<file path="config.mk">
export PLATFORM = sky130hd
export DESIGN_NAME = ms_ctrl
export DESIGN_NICKNAME = d
export VERILOG_FILES = /design/src/rtl/merge_sorter_macros.svh /design/src/rtl/ms_pkg.sv /design/src/rtl/ms_ctrl.sv
export SDC_FILE = /design/constraint.sdc
export NUM_CORES = 1
export LEC_CHECK = 0
export BUFFER_PORTS_ARGS = -buffer_cell sky130_fd_sc_hd__buf_2
export CAP_MARGIN = 20
export CORE_AREA = 2 2 39 41
export CTS_CLUSTER_SIZE = 14
export DETAILED_ROUTE_END_ITERATION = 10
export DIE_AREA = 0 0 41 43
export GPL_TIMING_DRIVEN = 0
export SYNTH_ARGS = -nofsm -noshare
export SYNTH_HDL_FRONTEND = slang
export SYNTH_SLANG_ARGS = --single-unit
</file>
<file path="constraint.sdc">
create_clock -name clk -period 0.95 [get_ports clk]
set_input_delay 0 -clock clk [delete_from_list [all_inputs] [get_ports clk]]
set_output_delay 0 -clock clk [all_outputs]
set_load 0.01 [all_outputs]
</file>
<file path="src/rtl/merge_sorter_macros.svh">
// Assertion macros for the merge sorter. Each check samples on the rising
// edge of clk and is held off while rst_n is low.
`ifndef MERGE_SORTER_MACROS_SVH
`define MERGE_SORTER_MACROS_SVH

`ifndef SYNTHESIS

// Same-cycle implication.
`define MS_ASSERT_IMP(lbl, ante, cons) \
    lbl: assert property (@(posedge clk) disable iff (!rst_n) (ante) |-> (cons)) \
        else $error("merge_sorter: same-cycle check failed");

// Next-cycle implication.
`define MS_ASSERT_NXT(lbl, ante, cons) \
    lbl: assert property (@(posedge clk) disable iff (!rst_n) (ante) |=> (cons)) \
        else $error("merge_sorter: next-cycle check failed");

`else

`define MS_ASSERT_IMP(lbl, ante, cons)
`define MS_ASSERT_NXT(lbl, ante, cons)

`endif

`endif

</file>
<file path="src/rtl/ms_pkg.sv">
`default_nettype none

package ms_pkg;

    localparam int DATA_W = 32;

    typedef enum logic [2:0] {
        S_LOAD,
        S_PASS,
        S_RUN_INIT,
        S_RUN_FETCH,
        S_MERGE,
        S_OUT_INIT,
        S_OUT
    } ms_state_t;

    // Commands from the controller to the datapath, at most one per cycle.
    typedef struct packed {
        logic store;
        logic run_init;
        logic run_fetch;
        logic merge;
        logic out_init;
        logic out_step;
    } ms_cmd_t;

    // Status from the datapath back to the controller.
    typedef struct packed {
        logic run_end;
        logic pass_end;
        logic sort_done;
        logic out_end;
    } ms_status_t;

endpackage

`default_nettype wire

</file>
<file path="src/rtl/ms_ctrl.sv">
`default_nettype none

module ms_ctrl (
    input  wire logic               clk,
    input  wire logic               rst_n,
    input  wire logic               item_valid,
    input  wire logic               last_item,
    output logic                    item_stall,
    input  wire ms_pkg::ms_status_t status,
    output ms_pkg::ms_cmd_t         cmd
);

    import ms_pkg::*;

    ms_state_t state_reg, state_next;
    logic      accept;

    assign accept = item_valid && (state_reg == S_LOAD);

    always_comb
    begin
        state_next = state_reg;
        unique case (state_reg)
            S_LOAD:
            begin
                if (accept && last_item)
                begin
                    state_next = S_PASS;
                end
            end
            S_PASS:
            begin
                state_next = status.sort_done ? S_OUT_INIT : S_RUN_INIT;
            end
            S_RUN_INIT:  state_next = S_RUN_FETCH;
            S_RUN_FETCH: state_next = S_MERGE;
            S_MERGE:
            begin
                if (status.run_end)
                begin
                    state_next = status.pass_end ? S_PASS : S_RUN_INIT;
                end
            end
            S_OUT_INIT:  state_next = S_OUT;
            S_OUT:
            begin
                if (status.out_end)
                begin
                    state_next = S_LOAD;
                end
            end
            default:     state_next = S_LOAD;
        endcase
    end

    always_comb
    begin
        item_stall = 1'b1;
        cmd        = '0;
        unique case (state_reg)
            S_LOAD:
            begin
                item_stall = 1'b0;
                cmd.store  = accept;
            end
            S_RUN_INIT:  cmd.run_init  = 1'b1;
            S_RUN_FETCH: cmd.run_fetch = 1'b1;
            S_MERGE:     cmd.merge     = 1'b1;
            S_OUT_INIT:  cmd.out_init  = 1'b1;
            S_OUT:       cmd.out_step  = 1'b1;
            default:     cmd           = '0;
        endcase
    end

    always_ff @(posedge clk or negedge rst_n)
    begin
        if (!rst_n)
        begin
            state_reg <= S_LOAD;
        end
        else
        begin
            state_reg <= state_next;
        end
    end

endmodule

`default_nettype wire

</file>
==> impl_metrics.json, run 1 <==
{
  "nFillCells": 157,
  "io_buffers": 14,
  "finalSetupViolCount": 10,
  "drc": 0,
  "cts_root_buffer": "clkbuf_4",
  "placed_area_um2": 365,
  "clk_pin_slew_ps": 40,
  "clock_latency_ps": 240,
  "io_pins": 15,
  "syn-mean-instance-area_um2": 7.51,
  "cp-endpoint": "cmd[5]",
  "finalWorstSetupSlack_ps": -365,
  "route.vias.total": 317,
  "clock_sinks": 3,
  "power_mw": 1.38,
  "clkPwrFrac_pct": 16.9,
  "rsz0062_at_grt": "yes",
  "synth_fp_nets": 44,
  "ys_warn_count": 0,
  "cp_slowest_cell": "or3_4",
  "vias_per_cell": 4.34,
  "hold_ws_ps": 74.4,
  "die_h_um": 43,
  "fin_tns_setup_ps": -2230,
  "post_synth_fa_ha_maj_area_fraction_pct": 0,
  "hp-start": "status[0]",
  "hold_class": "input pin to register",
  "synth-xor-area-share_pct": 0,
  "cts_tree": "done",
  "first_global_vias": 331,
  "violations": "negative setup slack",
  "reg2reg_from": "state_reg[0]",
  "dp.final_hpwl_um": 517,
  "fmax_ghz": 0.760,
  "largest_reg_flops": 3,
  "clockBufferDepth": 2,
  "muxShareOfSynthArea_pct": 0,
  "wl_per_cell_um": 9.63,
  "path_cells": "buf_6, or3_4, nor2_4, buf_6",
  "grt_overflow_total": 0,
  "p_int_mw": 0.804,
  "grt_max_degree": 11,
  "crit_top_cell": "buf_6",
  "multi_input_area_um2": 179,
  "ys_ff_latch": 3,
  "ys_seq_area_share_pct": 27.8,
  "fin_crit_ps": 1320,
  "arrival_ps": 1320,
  "worstSetupPathType": "register to primary output",
  "synth-compound-area-share_pct": 19.9,
  "required_ps": 950,
  "place_inst": 66,
  "place.gp.congestion": 0.735,
  "core_area_mm2": 0.00138,
  "die_area_mm2": 0.00176,
  "crit_start": "state_reg[0]",
  "grt_usage_pct": 10.5,
  "post-route-util_pct": 32.0,
  "initial_core_util_pct": 19.5,
  "stdcell_count": 73,
  "grt_first_pass_wirelength_um": 1230,
  "drive_gt1_share_pct": 49.1,
  "drt_iter0_markers": 8,
  "rows": 14,
  "seq_area_um2": 75.1,
  "cts_buffers": 3,
  "relSlewSlack_pct": 84.7,
  "combPwrFrac_pct": 66.7,
  "antenna_found_initial": 0,
  "yosys.area_share.simple_pct": 37.0,
  "reg2reg_slack_ps": -190,
  "ir_worst_vdd_mv": 0.881,
  "reg2reg_depth": 5,
  "synth_cells": 36,
  "synth_cell_types": 19,
  "firstDrtPassIters": 3,
  "nets": 66,
  "seqPwrFrac_pct": 16.3,
  "wl_um": 703,
  "path_max_fanout": 2,
  "worst_slew_pin_slew_ps": 228,
  "die_x_um": 41,
  "cts_max_level": 1,
  "p_switching_mw": 0.573,
  "fin_crit_sh_pct": 138,
  "antenna_left": 0,
  "p_sw_share_pct": 41.6,
  "hold_viol_final": 0,
  "netlist_area_um2": 270,
  "cpPeakStageDelay_ps": 390,
  "critPathCaptureType": "primary output",
  "skew_ps": 6.12,
  "area_delta_synth_final_pct": 63.9,
  "dp_slack_ps": -150,
  "drv_slew": 0,
  "r2r_end": "state_reg[1]",
  "outcome": "finished with violations",
  "antenna_cells": 0,
  "startpoint_type": "register",
  "max_cap_viol_count": 0,
  "power_density_mw_per_mm2": 3110,
  "stdcell_area_um2": 443,
  "synth_top_family_by_area": "simple AND/OR/NAND/NOR gates",
  "p_leak_nw": 0.216
}
## power groups by stage
stage	clock network [mW]	logic (mW)	registers (mW)
floorplan	0	0.579	0.219
global placement	0	0.748	0.229
detailed placement	0	0.765	0.228
CTS	0.233	0.921	0.225
global route	0.256	1.01	0.229
finish	0.233	0.919	0.225
## worst min path at each step
stage | end | depth (start not counted)
5_1_grt | state_reg[0] | 2
4_1_cts | state_reg[1] | 2
6_report | state_reg[1] | 4
3_3_place_gp | state_reg[1] | 1
3_5_place_dp | state_reg[0] | 1
2_1_floorplan | state_reg[0] | 0
## layout make-up
class	instances	area share [%]
Clock buffer	4	5.93
Tap cell	16	4.52
Inverter	3	2.54
Timing Repair Buffer	17	22.9
Sequential cell	3	16.9
Multi-Input combinational cell	27	40.4
Buffer	3	6.78
## cell usage after synthesis
master,n,area [µm²]
nor3_1,1,5.00
nor2_2,1,6.26
or3_4,1,11.3
nand3_1,1,5.00
buf_6,2,22.5
dfrtp_1,3,75.1
nor2b_1,1,6.26
nand2b_1,3,18.8
a21boi_1,1,7.51
o211ai_1,2,15.0
buf_4,1,7.51
nor3b_1,1,7.51
o221ai_1,1,8.76
nand2_1,5,18.8
nor2_1,4,15.0
o21a_1,1,7.51
a21oi_1,3,15.0
and2_1,1,6.26
inv_1,3,11.3
## cells by family after synthesis
group           Yosys count
buf+inv                   6
simple gates             19
compound gates            8
flops                     3
## routing by layer
metal  global-route usage (%)  part of all wire [%]
met3                     3.14                   4.7
met1                     11.7                    42
met5                        0                     0
met2                     15.0                    51
met4                     9.33                   2.4
## cells in the final DEF (no fill, tap or decap), types with 3 or more instances in the layout
cell / netlist / routed
nor2_1: 4 / 3
buf_6: 2 / 3
a21oi_1: 3 / 3
inv_1: 3 / 3
dfrtp_1: 3 / 3
buf_4: 1 / 3
buf_2: 0 / 13
nand2b_1: 3 / 3
nand2_1: 5 / 4
clkbuf_4: 0 / 3
## worst max-delay path, delay by kind of cell (launching register included)
| family | cells | cell delay (ps) |
|---|---|---|
| buffers and inverters | 2 | 220 |
| DFF | 1 | 380 |
| and+or+nand+nor | 2 | 480 |
## timing repair
| item | 4_1_cts | 5_1_grt |
|---|---|---|
| gates resized for setup | 6 | 0 |
| hold endpoints to repair | 3 | 0 |
| hold buffers | 1 | 0 |
| pin swaps | 2 | 1 |
| endpoints found under the setup margin | 10 | 10 |
| setup buffers | 2 | 0 |
Power figures use the tool's default switching activity.
==> run 2, diff against run 1 <==
CTS_BUF_LIST = sky130_fd_sc_hd__clkbuf_16   (was unset)
==> impl_metrics.json, run 2 (same netlist as run 1, synthesis figures left out) <==
{
  "core_area_mm2": 0.00138,
  "drv_slew": 0,
  "dp.final_hpwl_um": 517,
  "grt_max_degree": 11,
  "mostFrequentLayoutCell": "buf_2",
  "startpoint_type": "register",
  "outcome": "finished with violations",
  "firstDrtPassIters": 4,
  "clock_sinks": 3,
  "violations": "negative setup slack",
  "io_buffers": 14,
  "ir_worst_vdd_mv": 0.941,
  "skew_ps": 1.38,
  "path_cells": "buf_6, or3_4, nor2_4, buf_6",
  "clk_pin_slew_ps": 30,
  "wl_per_cell_um": 10.1,
  "route.vias.total": 337,
  "layout_common_cells": "buf_2 (13), buf_4 (6), inv_1 (4), nand2_1 (4)",
  "cpPeakStageDelay_ps": 390,
  "rows": 14,
  "p_leak_nw": 0.264,
  "max_cap_viol_count": 0,
  "cts_root_buffer": "clkbuf_16",
  "clock_latency_ps": 220,
  "die_area_mm2": 0.00176,
  "antenna_cells": 0,
  "die_x_um": 41,
  "grt_usage_pct": 11.0,
  "clockBufferDepth": 2,
  "die_h_um": 43,
  "fin_tns_setup_ps": -2150,
  "drc": 0,
  "cts_tree": "done",
  "largest_reg_flops": 3,
  "power_mw": 1.95,
  "grt_first_pass_wirelength_um": 1240,
  "relSlewSlack_pct": 83.8,
  "arrival_ps": 1300,
  "nets": 69,
  "first_global_vias": 325,
  "drt_iter0_markers": 9,
  "reg2reg_slack_ps": -210,
  "rsz0062_at_grt": "yes",
  "critPathCaptureType": "primary output",
  "antenna_left": 0,
  "cp_slowest_cell": "or3_4",
  "hold_viol_final": 0,
  "grt_overflow_total": 0,
  "path_max_fanout": 2,
  "vias_per_cell": 4.43,
  "worst_slew_pin_slew_ps": 241,
  "io_pins": 15,
  "hold_ws_ps": 96.2,
  "fmax_ghz": 0.772,
  "fin_crit_sh_pct": 136,
  "power_density_mw_per_mm2": 3650,
  "initial_core_util_pct": 19.5,
  "finalWorstSetupSlack_ps": -346,
  "antenna_found_initial": 0,
  "cts_max_level": 1,
  "hold_class": "input pin to asynchronous set/reset pin",
  "crit_top_cell": "buf_6",
  "wl_um": 768,
  "required_ps": 950,
  "worstSetupPathType": "register to primary output",
  "place.gp.congestion": 0.735,
  "cts_buffers": 3,
  "finalSetupViolCount": 10,
  "fin_crit_ps": 1300,
  "drive_gt1_share_pct": 56.7,
  "area_delta_synth_final_pct": 97.2
}
-- run 2: cell types whose count changed in the layout (fill, tap and decap cells not counted) --
cell       delta
buf_4         +3
nand2b_1      -1
clkbuf_1      -1
a21oi_2       +1
inv_1         +1
clkbuf_4      -3
nand2b_4      +1
a21boi_2      +1
a21oi_1       -1
clkbuf_16     +3
a21boi_1      -1
-- run 2: report_power, final --
part	leakage [nW]	total, mW	switching [mW]	internal (mW)
clock	0.0423	0.665	0.122	0.543
sequential	0.0376	0.224	0.0359	0.188
combinational	0.185	1.06	0.502	0.554
-- run 2: final timing paths --
path	startpoint	end	cells after the start
worst max-delay path	state_reg[0]	cmd[5]	4
worst min-delay path	rst_n	state_reg[1]	2
worst max register to register	state_reg[0]	state_reg[1]	5
worst min register to register	state_reg[1]	state_reg[2]	3
max in group asynchronous	rst_n	state_reg[0]	2
min in group clk	status[0]	state_reg[2]	4
-- run 2: repair_timing --
| item | in CTS | in global routing |
|---|---|---|
| endpoints found under the hold margin | 3 | 0 |
| gates cloned | 0 | 0 |
| resized for setup | 6 | 3 |
| hold buffers | 1 | 0 |
| endpoints found under the setup margin | 10 | 10 |
| pin swaps | 2 | 4 |
| buffers inserted | 2 | 3 |
-- run 2: area by class of cell --
class / instances / area [µm²]
plain buffers: 3 / 30.0
clock buffers: 3 / 75.1
clock inverters: 1 / 3.75
fillers: 140 / 851
inverters: 3 / 11.3
multi-input cells: 27 / 194
flip-flops and latches: 3 / 75.1
well taps: 16 / 20.0
repair buffers: 20 / 124
-- run 2: routing by layer --
metal / track usage [%] / vias up / wire [µm]
met1: 12.3 / 157 / 329
met5: 0 / - / 0
met2: 14.7 / 12 / 387
met3: 4.71 / 2 / 36
met4: 10.0 / 0 / 15
li1: - / 166 / -
-- run 2: through the flow --
| stage | area, µm² | util (%) | worst slack [ps] | instances |
|---|---|---|---|---|
| floorplan | 275 | - | -53.8 | 36 |
| global placement | 365 | 26.4 | -140 | 66 |
| detailed placement | 365 | 26.4 | -150 | 66 |
| CTS | 495 | 35.8 | -354 | 73 |
| global route | 533 | 38.5 | -374 | 76 |
| finish | 533 | 38.5 | -346 | 76 |
-- run 2: critical path, delay by kind of cell, from the launching register on --
family / cells / cell delay, ps
buffers and inverters: 2 / 220
DFF: 1 / 380
and+or+nand+nor: 2 / 480
